`src/sv/trp_pkg.sv`:
```
// shared types and constants for the transaction record stream parser
`timescale 1ns / 1ps
`default_nettype none

package trp_pkg;

  // parse phases
  localparam logic [3:0] PhVersion   = 4'd0;
  localparam logic [3:0] PhIncount   = 4'd1;
  localparam logic [3:0] PhIdLen     = 4'd2;
  localparam logic [3:0] PhIdBytes   = 4'd3;
  localparam logic [3:0] PhOutidx    = 4'd4;
  localparam logic [3:0] PhSigLen    = 4'd5;
  localparam logic [3:0] PhSigBytes  = 4'd6;
  localparam logic [3:0] PhKeyLen    = 4'd7;
  localparam logic [3:0] PhKeyBytes  = 4'd8;
  localparam logic [3:0] PhOutcount  = 4'd9;
  localparam logic [3:0] PhValue     = 4'd10;
  localparam logic [3:0] PhHashLen   = 4'd11;
  localparam logic [3:0] PhHashBytes = 4'd12;
  localparam logic [3:0] PhLocktime  = 4'd13;
  localparam logic [3:0] PhDone      = 4'd14;

  // field kinds
  localparam logic [3:0] KindVersion  = 4'd0;
  localparam logic [3:0] KindIncount  = 4'd1;
  localparam logic [3:0] KindIdByte   = 4'd2;
  localparam logic [3:0] KindOutidx   = 4'd3;
  localparam logic [3:0] KindSigByte  = 4'd4;
  localparam logic [3:0] KindKeyByte  = 4'd5;
  localparam logic [3:0] KindOutcount = 4'd6;
  localparam logic [3:0] KindValue    = 4'd7;
  localparam logic [3:0] KindHashByte = 4'd8;
  localparam logic [3:0] KindLocktime = 4'd9;
  localparam logic [3:0] KindNone     = 4'd10;

  // final status codes
  localparam logic [1:0] StatBusy     = 2'd0;
  localparam logic [1:0] StatOk       = 2'd1;
  localparam logic [1:0] StatTrunc    = 2'd2;
  localparam logic [1:0] StatTrailing = 2'd3;

  typedef struct packed {
    logic [3:0]  phase;
    logic [2:0]  byte_cnt;
    logic [63:0] shift;
    logic [31:0] var_left;
    logic [31:0] entries_left;
    logic [31:0] entry_cnt;
    logic        trailing;
  } state_t;

  typedef struct packed {
    logic [3:0]  field_kind;
    logic [7:0]  payload_byte;
    logic [63:0] number_value;
    logic        number_valid;
    logic [31:0] entry_index;
    logic [1:0]  status;
  } result_t;

  localparam state_t StateReset = '{
    phase:        PhVersion,
    byte_cnt:     3'd0,
    shift:        64'd0,
    var_left:     32'd0,
    entries_left: 32'd0,
    entry_cnt:    32'd0,
    trailing:     1'b0
  };

endpackage

`default_nettype wire

```
`src/sv/trp_step.sv`:
```
// next-state and result logic for one record byte
`timescale 1ns / 1ps
`default_nettype none

module trp_step (
  input  trp_pkg::state_t  cur_i,
  input  logic [7:0]       data_byte_i,
  input  logic             last_i,
  output trp_pkg::state_t  nxt_o,
  output trp_pkg::result_t res_o
);

  trp_pkg::state_t  nxt;
  trp_pkg::result_t res;
  logic [63:0] merged;
  logic [31:0] v32;
  logic [2:0]  last_byte;
  logic        fin_in;
  logic        fin_out;
  logic [31:0] left_dec;

  always_comb begin
    nxt     = cur_i;
    fin_in  = 1'b0;
    fin_out = 1'b0;
    merged  = cur_i.shift | ({56'd0, data_byte_i} << {cur_i.byte_cnt, 3'b000});
    v32     = merged[31:0];
    last_byte = (cur_i.phase == trp_pkg::PhValue) ? 3'd7 : 3'd3;
    left_dec  = cur_i.var_left - 32'd1;

    res.field_kind   = trp_pkg::KindNone;
    res.payload_byte = 8'd0;
    res.number_value = 64'd0;
    res.number_valid = 1'b0;
    res.entry_index  = 32'd0;
    res.status       = trp_pkg::StatBusy;

    if (cur_i.phase inside {[trp_pkg::PhIdLen : trp_pkg::PhKeyBytes],
                            [trp_pkg::PhValue : trp_pkg::PhHashBytes]}) begin
      res.entry_index = cur_i.entry_cnt;
    end

    if (cur_i.phase inside {trp_pkg::PhIdBytes, trp_pkg::PhSigBytes,
                            trp_pkg::PhKeyBytes, trp_pkg::PhHashBytes}) begin
      case (cur_i.phase)
        trp_pkg::PhIdBytes:  res.field_kind = trp_pkg::KindIdByte;
        trp_pkg::PhSigBytes: res.field_kind = trp_pkg::KindSigByte;
        trp_pkg::PhKeyBytes: res.field_kind = trp_pkg::KindKeyByte;
        default:             res.field_kind = trp_pkg::KindHashByte;
      endcase
      res.payload_byte = data_byte_i;
      nxt.var_left     = left_dec;
      if (left_dec == 32'd0) begin
        case (cur_i.phase)
          trp_pkg::PhIdBytes:  nxt.phase = trp_pkg::PhOutidx;
          trp_pkg::PhSigBytes: nxt.phase = trp_pkg::PhKeyLen;
          trp_pkg::PhKeyBytes: fin_in = 1'b1;
          default:             fin_out = 1'b1;
        endcase
      end
    end else if (cur_i.phase >= trp_pkg::PhDone) begin
      nxt.trailing = 1'b1;
      nxt.phase    = trp_pkg::PhDone;
    end else if (cur_i.byte_cnt != last_byte) begin
      nxt.byte_cnt = cur_i.byte_cnt + 3'd1;
      nxt.shift    = merged;
    end else begin
      nxt.byte_cnt = 3'd0;
      nxt.shift    = 64'd0;
      case (cur_i.phase)
        trp_pkg::PhVersion: begin
          res.field_kind = trp_pkg::KindVersion;
          res.number_valid = 1'b1;
          nxt.phase = trp_pkg::PhIncount;
        end
        trp_pkg::PhIncount: begin
          res.field_kind = trp_pkg::KindIncount;
          res.number_valid = 1'b1;
          nxt.entries_left = v32;
          nxt.entry_cnt    = 32'd0;
          nxt.phase = (v32 == 32'd0) ? trp_pkg::PhOutcount : trp_pkg::PhIdLen;
        end
        trp_pkg::PhIdLen: begin
          nxt.var_left = v32;
          nxt.phase = (v32 == 32'd0) ? trp_pkg::PhOutidx : trp_pkg::PhIdBytes;
        end
        trp_pkg::PhOutidx: begin
          res.field_kind = trp_pkg::KindOutidx;
          res.number_valid = 1'b1;
          nxt.phase = trp_pkg::PhSigLen;
        end
        trp_pkg::PhSigLen: begin
          nxt.var_left = v32;
          nxt.phase = (v32 == 32'd0) ? trp_pkg::PhKeyLen : trp_pkg::PhSigBytes;
        end
        trp_pkg::PhKeyLen: begin
          nxt.var_left = v32;
          if (v32 == 32'd0) begin
            fin_in = 1'b1;
          end else begin
            nxt.phase = trp_pkg::PhKeyBytes;
          end
        end
        trp_pkg::PhOutcount: begin
          res.field_kind = trp_pkg::KindOutcount;
          res.number_valid = 1'b1;
          nxt.entries_left = v32;
          nxt.entry_cnt    = 32'd0;
          nxt.phase = (v32 == 32'd0) ? trp_pkg::PhLocktime : trp_pkg::PhValue;
        end
        trp_pkg::PhValue: begin
          res.field_kind = trp_pkg::KindValue;
          res.number_valid = 1'b1;
          nxt.phase = trp_pkg::PhHashLen;
        end
        trp_pkg::PhHashLen: begin
          nxt.var_left = v32;
          if (v32 == 32'd0) begin
            fin_out = 1'b1;
          end else begin
            nxt.phase = trp_pkg::PhHashBytes;
          end
        end
        default: begin
          res.field_kind = trp_pkg::KindLocktime;
          res.number_valid = 1'b1;
          nxt.phase = trp_pkg::PhDone;
        end
      endcase
      if (res.number_valid) begin
        res.number_value = merged;
      end
    end

    // end of an input or output entry
    if (fin_in || fin_out) begin
      nxt.entries_left = cur_i.entries_left - 32'd1;
      if (nxt.entries_left == 32'd0) begin
        nxt.entry_cnt = 32'd0;
        nxt.phase = fin_in ? trp_pkg::PhOutcount : trp_pkg::PhLocktime;
      end else begin
        nxt.entry_cnt = cur_i.entry_cnt + 32'd1;
        nxt.phase = fin_in ? trp_pkg::PhIdLen : trp_pkg::PhValue;
      end
    end

    if (last_i) begin
      if (nxt.trailing) begin
        res.status = trp_pkg::StatTrailing;
      end else if (nxt.phase == trp_pkg::PhDone) begin
        res.status = trp_pkg::StatOk;
      end else begin
        res.status = trp_pkg::StatTrunc;
      end
      nxt = trp_pkg::StateReset;
    end

    nxt_o = nxt;
    res_o = res;
  end

endmodule

`default_nettype wire

```
`src/sv/tx_record_stream_parser.sv`:
```
// top level of the transaction record stream parser
`timescale 1ns / 1ps
`default_nettype none

// byte-serial parser for one transaction record (version, inputs with id,
// output index, signature and key, outputs with value and key hash, lock
// time; all numbers little-endian). every accepted byte gives exactly one
// result item in the next cycle: numeric fields are reported on the byte that
// completes them, payload bytes come tagged with their kind, and the byte
// marked last carries the final status, after which the parser is back at
// the start of a record. throughput is one byte per clock unless the
// consumer stalls; a single result register sits behind the parse logic. the
// input side stays ready while the result register is empty or being taken
// in the same cycle, so a stalled consumer holds at most one result.

module tx_record_stream_parser (
  input  logic        clk_i,
  input  logic        rst_ni,
  input  logic        in_valid_i,
  output logic        in_ready_o,
  input  logic [7:0]  data_byte_i,
  input  logic        last_i,
  output logic        out_valid_o,
  input  logic        out_ready_i,
  output logic [3:0]  field_kind_o,
  output logic [7:0]  payload_byte_o,
  output logic [63:0] number_value_o,
  output logic        number_valid_o,
  output logic [31:0] entry_index_o,
  output logic [1:0]  status_o
);

  // parse state and the result register
  trp_pkg::state_t  state_q;
  trp_pkg::state_t  state_d;
  trp_pkg::result_t res_q;
  trp_pkg::result_t res_d;
  logic             out_valid_q;
  logic             in_fire;

  // one item in flight at most in the result register
  assign in_ready_o = !out_valid_q || out_ready_i;
  assign in_fire    = in_valid_i && in_ready_o;

  trp_step u_step (
    .cur_i       (state_q),
    .data_byte_i (data_byte_i),
    .last_i      (last_i),
    .nxt_o       (state_d),
    .res_o       (res_d)
  );

  // state advances only on an accepted byte
  always_ff @(posedge clk_i or negedge rst_ni) begin
    if (!rst_ni) begin
      state_q     <= trp_pkg::StateReset;
      out_valid_q <= 1'b0;
    end else begin
      if (in_fire) begin
        state_q <= state_d;
      end
      if (in_fire) begin
        out_valid_q <= 1'b1;
      end else if (out_ready_i) begin
        out_valid_q <= 1'b0;
      end
    end
  end

  // result payload, no reset needed
  always_ff @(posedge clk_i) begin
    if (in_fire) begin
      res_q <= res_d;
    end
  end

  assign out_valid_o    = out_valid_q;
  assign field_kind_o   = res_q.field_kind;
  assign payload_byte_o = res_q.payload_byte;
  assign number_value_o = res_q.number_value;
  assign number_valid_o = res_q.number_valid;
  assign entry_index_o  = res_q.entry_index;
  assign status_o       = res_q.status;

`ifndef SYNTHESIS
  // the byte marked last always returns the parser to the record start
  a_last_resets: assert property (@(posedge clk_i) disable iff (!rst_ni)
    in_fire && last_i |=> state_q.phase == trp_pkg::PhVersion && !state_q.trailing)
    else $error("parser not cleared after last byte");

  // a reported number always carries a numeric field kind
  a_num_kind: assert property (@(posedge clk_i) disable iff (!rst_ni)
    out_valid_o && number_valid_o |->
      field_kind_o != trp_pkg::KindNone && field_kind_o != trp_pkg::KindIdByte &&
      field_kind_o != trp_pkg::KindSigByte && field_kind_o != trp_pkg::KindKeyByte &&
      field_kind_o != trp_pkg::KindHashByte)
    else $error("number reported with wrong kind");

  // a result taken without a new byte leaves the register empty
  a_drain: assert property (@(posedge clk_i) disable iff (!rst_ni)
    out_valid_o && out_ready_i && !in_valid_i |=> !out_valid_o)
    else $error("result register did not drain");
`endif

endmodule

`default_nettype wire

```
`config.mk`:
```
export PLATFORM = sky130hd
export DESIGN_NAME = tx_record_stream_parser
export DESIGN_NICKNAME = d
export VERILOG_FILES = /design/src/sv/trp_pkg.sv /design/src/sv/trp_step.sv /design/src/sv/tx_record_stream_parser.sv
export SDC_FILE = /design/constraint.sdc
export NUM_CORES = 1
export LEC_CHECK = 0
export BUFFER_PORTS_ARGS = -buffer_cell sky130_fd_sc_hd__buf_2
export CORE_MARGIN = 2
export CORE_UTILIZATION = 55
export DETAILED_ROUTE_END_ITERATION = 7
export GPL_TIMING_DRIVEN = 1
export PLACE_DENSITY = 0.78
export SYNTH_ARGS = -nofsm -noshare
export SYNTH_HDL_FRONTEND = slang
export SYNTH_SLANG_ARGS = --single-unit
```
`constraint.sdc`:
```
create_clock -name clk_i -period 10.7 [get_ports clk_i]
set_clock_uncertainty 0.1 [all_clocks]
set_input_delay 1.07 -clock clk_i [delete_from_list [all_inputs] [get_ports clk_i]]
set_output_delay 1.07 -clock clk_i [all_outputs]
set_load 0.005 [all_outputs]
```
# After elaboration in Yosys (flattened, before gate mapping)
# Index checks and enable logic that the tools add are counted.
word_totals:
  ff_bits: 280
  in_bits: 13
  out_inout_bits: 113
  elab_cells: 125
op_classes:
  add_sub_neg: 4
  n_lt_le_gt_ge: 5
  eq_ne: 21
  shift: 1
  muxes: 55
  bitwise: 2
  n_reduce_logical: 23
op_table:
  columns: ["op", "count"]
  rows:
  - ["two-way mux 168 bit", 1]
  - ["two-way mux 163 bit", 1]
  - ["two-way mux 67 bit", 2]
  - ["two-way mux 64 bit", 2]
  - ["logical NOT 32 bit", 3]
  - ["two-way mux 32 bit", 3]
  - ["two-way mux 96 bit", 1]
  - ["two-way mux 65 bit", 1]
  - ["OR 64 bit", 1]
  - ["<< shifter 8 x 6 -> 64 bit", 1]
  - ["subtractor 32 x 1 -> 32 bit (second input constant)", 2]
  - ["two-way mux 4 bit", 13]
  - ["one-hot mux 4 bit (9 select lines)", 1]
  - ["adder 32 x 1 -> 32 bit (second input constant)", 1]
  - ["equality test 4 bit (second input constant)", 6]
  - ["one-hot mux 4 bit (6 select lines)", 1]
  - ["two-way mux 1 bit", 21]
  - ["equality test 4 x 3 -> 1 bit (second input constant)", 4]
  - ["two-way mux 3 bit", 4]
  - ["one-hot mux 4 bit (3 select lines)", 1]
  - ["!= test 3 bit (second input constant)", 3]
  - ["equality test 4 x 2 -> 1 bit (second input constant)", 2]
  - [">= comparator 4 bit (second input constant)", 2]
  - ["less-or-equal comparator 4 bit (second input constant)", 2]
  - ["other kinds (22)", 32]

# Logic depth before layout (Yosys ltp)
depth:
  word_depth: 14
  ltp_mapped: 15

# Cells and area by module
# Synthesis repeated with hierarchy kept, for this count alone.
unflattened:
  cells_unflattened: 1724
  area_unflattened_um2: 16808.6
by_module_without_submodules:
  columns: ["mod", "instances", "cells_each", "area_per_inst_um2", "seq_area_each_um2"]
  rows:
  - ["tx_record_stream_parser", 1, 470, 10040.9, 7562.3]
  - ["trp_step", 1, 1254, 6767.7, 0.0]

# Worst setup path before layout
# OpenSTA, ideal clock, no wires.
synth_timing:
  kind: "input-to-reg"
  startpoint: "in out_ready_i"
  endpoint: "reg state_q[29] (netlist name)"
  setup_ns: 0.118
  arrival_time_ns: 4.987
  required_time_ns: 10.482
  path_slack_ns: 5.495
  path_stages: 9
  n_path_buf: 2
  cell_sequence: "nand2b_1 nand2_1 clkinv_1 nand2b_1 clkbuf_1 a211o_1 clkbuf_1 nor4_1 a21o_1"
synth_via:
  elab_chain_len: 3
synth_rtl:
  columns: ["element", "line", "source"]
  rows:
  - ["start: declaration", "tx_record_stream_parser.sv:24", "input logic out_ready_i,"]
  - ["logical OR 1 bit", "tx_record_stream_parser.sv:42", "assign in_ready_o = !out_valid_q || out_ready_i;"]
  - ["logical AND 1 bit", "tx_record_stream_parser.sv:43", "assign in_fire = in_valid_i && in_ready_o;"]
  - ["via in_fire", "tx_record_stream_parser.sv:39", "logic in_fire;"]
  - ["AND reduction 5 bit (no line)", null, null]
  - ["end signal: assignment", "tx_record_stream_parser.sv:56", "state_q <= trp_pkg::StateReset;"]
  - ["end signal: assignment", "tx_record_stream_parser.sv:60", "state_q <= state_d;"]
  - ["end: declaration", "tx_record_stream_parser.sv:34", "trp_pkg::state_t state_q;"]
# The timed path passes the listed nets, and every way through them passes these cells.
# A chain may end at the register's enable or synchronous reset.

# Worst setup path in the final report
layout_timing:
  startpoint: "reg state_q[65] (netlist name)"
  endpoint: "reg state_q[52] (netlist name)"
layout_via:
  elab_chain_len: 7
  word_cells_on_any_way: 14
layout_rtl:
  columns: ["element", "line", "source"]
  rows:
  - ["subtractor 32 x 1 -> 32 bit *", "trp_step.sv:29", "left_dec = cur_i.var_left - 32'd1;"]
  - ["logical NOT 32 bit *", "trp_step.sv:53", "if (left_dec == 32'd0) begin"]
  - ["two-way mux 1 bit", "trp_step.sv:53", null]
  - ["two-way mux 1 bit", "trp_step.sv:43", "if (cur_i.phase inside {trp_pkg::PhIdBytes, trp_pkg::PhSigBytes,"]
  - ["logical OR 1 bit *", "trp_step.sv:136", "if (fin_in || fin_out) begin"]
  - ["!= test 3 bit (no line), or another cell as far along", null, null]
  - ["AND reduction 5 bit (no line) / two-way mux 168 bit (equally long branches)", null, null]
# Mark *: on every way between the ends. The rest lies on a longest branch, timed or not.

==> impl_results.rst <==
.. list-table::
   :header-rows: 1

   * - Metric
     - Value
   * - Mean number of vias per cell
     - 6.52
   * - Clock Tree Root
     - sky130_fd_sc_hd__clkbuf_16
   * - Count of flip-flops with a built-in enable after synthesis
     - 111
   * - Post-Route Setup TNS
     - 0 ps
   * - Min-Delay Endpoint
     - state_q[127]
   * - Post-synthesis sequential area ratio
     - 0.514
   * - Share of layout cells above drive strength 1
     - 0.136
   * - Area Growth Syn to Fin
     - 12.5%
   * - Worst endpoint data arrival time
     - 5370 ps
   * - Number of distinct library cells after synthesis
     - 78
   * - Final hold viol count
     - 0
   * - Y dimension of the die
     - 168 um
   * - Worst max-slew margin expressed relative to the limit
     - 0.0700
   * - Worst R2R Start
     - state_q[65]
   * - Number of placement rows
     - 59
   * - Overall fraction of global-route tracks in use
     - 0.309
   * - Fillers
     - 2,172
   * - Share of power burned in registers
     - 0.448
   * - Leakage Power
     - 6.96 nW
   * - R2r setup slk
     - 5700 ps
   * - Clock share of power
     - 0.432
   * - Stage delay of the slowest cell on the critical path
     - 670 ps
   * - Last weighted congestion value of the routability-driven placer
     - 0.963
   * - Clock latency at the later pin of the worst-skew pair
     - 580 ps
   * - Total iterations of the first detailed-routing run
     - 6
   * - Area of the die
     - 28,100 sq um
   * - Cell class contributing the biggest share of worst-path delay
     - simple AND/OR/NAND/NOR gates
   * - Slew Limit Fails
     - 0
   * - Final setup margin
     - 5700 ps
   * - Pre-CTS WS
     - 5800 ps
   * - Total met3 wirelength after detailed routing
     - 3950 um
   * - First-pass GRT wire length
     - 68,900 um
   * - Max-cap violations
     - 0
   * - Slowest CP cell
     - sky130_fd_sc_hd__nor4_1
   * - Top Ports
     - 126
   * - Number of buffers inserted to repair setup after CTS
     - 0
   * - Cell Int Power
     - 1.93 mW
   * - Area of the mapped netlist
     - 14,700 sq um
   * - Startpoint kind of the worst setup timing path
     - flip-flop
   * - Max frequency
     - 200 MHz
   * - Core Box Area
     - 26,100 sq um
   * - Vias after detailed routing
     - 13,100
   * - Final HPWL from detailed placement
     - 29,100 um
   * - Async set-or-reset flop fraction in the synthesized netlist
     - 0.604
   * - Slew at the pin with the worst max-slew slack
     - 1390 ps
   * - Combinational share of power
     - 0.120
   * - Chip width
     - 168 um
   * - Depth of the most critical reg-to-reg path
     - 11
   * - Switching power total
     - 710 uW
   * - Power per unit of standard cell area
     - 159 nW/um^2
   * - PostCTS Resize Cnt
     - 0
   * - Final-stage net count
     - 1,666
   * - Total number of clock tree sinks
     - 280
   * - Total of hold buffers inserted after clock tree synthesis
     - 0
   * - Cell Chain, Critical Path
     - inv_1 -> ha_1 -> or4b_1 -> or4_4 -> xnor2_1 -> a311o_1 -> nor4_1 -> nand4_4 -> and2_1 -> a21o_1 -> o22ai_1
   * - Most used flip-flop cell after synthesis
     - sky130_fd_sc_hd__dfrtp_1
   * - Final std cells w/o fill
     - 2,005
   * - Final worst path period need
     - 5000 ps
   * - DRC violations left
     - 0
   * - WP depth
     - 11
   * - Gate count after technology mapping
     - 1,583
   * - Post-synthesis net count
     - 1,602
   * - Met2 Wirelength
     - 19,600 um
   * - Required time at the endpoint of the critical path
     - 11,070 ps
   * - Maximum number of pins on one net before global-route repair
     - 98
   * - Clock Pin Slew Worst Setup and Hold Paths
     - 60 ps
   * - Wirelength per Cell
     - 21.7 um
   * - Crit path buf inv count
     - 1
   * - Number of nets still failing antenna checks after routing
     - 0
   * - Synthesis warning total
     - 0
   * - Count of H-tree levels built during CTS
     - 1
   * - Startpoint of the tightest hold check path
     - state_q[127]
   * - WL met1
     - 18,000 um
   * - Mean Syn Cell Area
     - 9.30 sq um
   * - Total wirelength of the detailed-routed design
     - 43,400 um
   * - DRC violation total after the first TritonRoute iteration
     - 1,769
   * - Total global routing overflow
     - 0
   * - Worst min-delay path class
     - reg -> reg
   * - Sw Ratio
     - 0.269
   * - RSZ-0062 raised after global routing
     - false
   * - Maximum buffer depth of the clock tree
     - 3
   * - Final worst-path cycle share
     - 0.468
   * - CP startpoint
     - state_q[65]
   * - Antenna diode instance count
     - 0
   * - Status
     - complete, no violations
   * - Starting Density
     - 0.563
   * - Reg2reg end
     - state_q[52]
   * - Capturing element type of the critical path
     - flip-flop
   * - Buffers on Ports
     - 125
   * - Num CTS Buffers
     - 29
   * - Number of stages on the worst hold path
     - 2
   * - Number of global-route vias before repair
     - 12,200
   * - Final number of setup-violating endpoints
     - 0
   * - Uppermost metal layer occupied by signal nets
     - met4
   * - Crit Path Max Fanout
     - 27
   * - Post-synthesis register bit count
     - 280
   * - Number of placed cells counting well taps
     - 1,951
   * - TritonCTS clock tree
     - built
   * - Initial antenna violation count
     - 0
   * - Kind of critical path
     - reg -> reg
   * - Worst IR Drop VDD
     - 0.000133 V
==> tightest hold or removal path: stages (launching register included) <==
cell and delay [ps]:
sky130_fd_sc_hd__dfrtp_1 340, sky130_fd_sc_hd__nand2_1 50, sky130_fd_sc_hd__o21ai_0 60
==> sequential cells by signal, summed over array words and instances (netlist names) <==
register and flops:
entry_index_o 32, number_value_o 64, status_o 2, field_kind_o 4
number_valid_o 1, payload_byte_o 8, out_valid_o 1, state_q 168
==> per-layer routing <==
| layer | track usage | vias up |
|---|---|---|
| met5 | 0 | - |
| met4 | 0.122 | 0 |
| met3 | 0.0544 | 117 |
| met2 | 0.482 | 701 |
| met1 | 0.433 | 6302 |
| li1 | - | 5944 |
==> final cells by class <==
cell class	count	area (sq um)	share of cell area
Sequential cell	280	7560	0.457
Multi-Input combinational cell	1151	6570	0.397
Timing Repair Buffer	144	774	0.0468
Clock buffer	33	761	0.0460
Tap cell	335	419	0.0253
Clock inverter	21	312	0.0188
Inverter	41	156	0.00945
==> cell families after synthesis <==
logic type,Yosys count,share of synthesized area
simple gates,648,0.227
compound gates,477,0.200
flops,280,0.514
buf+inv,152,0.0414
xor+xnor,18,0.0107
fa+ha+maj,8,0.00646
==> placed cells by master (no fill, tap or decap), types with 39 or more instances in the layout <==
cell type                  count
sky130_fd_sc_hd__nor2_1      186
sky130_fd_sc_hd__dfrtp_1     169
sky130_fd_sc_hd__a21oi_1     165
sky130_fd_sc_hd__buf_2       124
sky130_fd_sc_hd__nand2_1     113
sky130_fd_sc_hd__o21ai_0     113
sky130_fd_sc_hd__edfxtp_1    111
sky130_fd_sc_hd__nor3_1       54
sky130_fd_sc_hd__nand3_1      48
sky130_fd_sc_hd__inv_1        40
sky130_fd_sc_hd__nor2b_1      39
==> through the flow <==
stage,power [mW],util,hold slack [ps],instance area [sq um]
floorplan,1.38,-,350,14700
global placement,1.50,0.592,363,15500
detailed placement,1.51,0.592,371,15500
CTS,2.64,0.633,385,16600
global route,2.71,0.633,422,16600
finish,2.64,0.633,387,16600
==> power groups by stage <==
stage	clock network (mW)	logic, mW	registers (mW)
final	1.14	0.317	1.18
after global placement	0	0.304	1.20
after CTS	1.15	0.310	1.18
after global routing	1.19	0.342	1.18
after floorplan	0	0.183	1.19
after detailed placement	0	0.308	1.20
==> cell usage after synthesis, drive strengths merged, types with 9 or more instances <==
master	number	share of area
a21oi	166	0.056
nor3b	13	0.0066
a31oi	29	0.013
or4	11	0.0061
a211oi	9	0.0046
nand3	48	0.016
and3	24	0.010
xnor2	13	0.0077
nor4	29	0.013
o22ai	29	0.012
or2	12	0.0051
edfxtp	111	0.23
nand4	26	0.014
buf	22	0.0082
or3	20	0.0085
o21ai	117	0.040
dfrtp	169	0.29
inv	40	0.010
nor2b	39	0.017
clkbuf	89	0.023
and2	22	0.0094
nand2	113	0.029
a21o	13	0.0066
o31ai	13	0.0066
nand2b	19	0.0081
nor3	57	0.020
a22o	28	0.017
o31a	9	0.0054
nor2	186	0.047
==> how the worst max path moves through the flow <==
| stage | endpoint | slack (ps) |
|---|---|---|
| 3_5_place_dp | state_q[47] | 5800 |
| 5_1_grt | state_q[63] | 5450 |
| 2_1_floorplan | state_q[29] | 5500 |
| 6_report | state_q[52] | 5700 |
| 4_1_cts | state_q[47] | 5770 |
| 3_3_place_gp | state_q[64] | 5990 |
No activity file was read; power rests on OpenSTA's default activity.
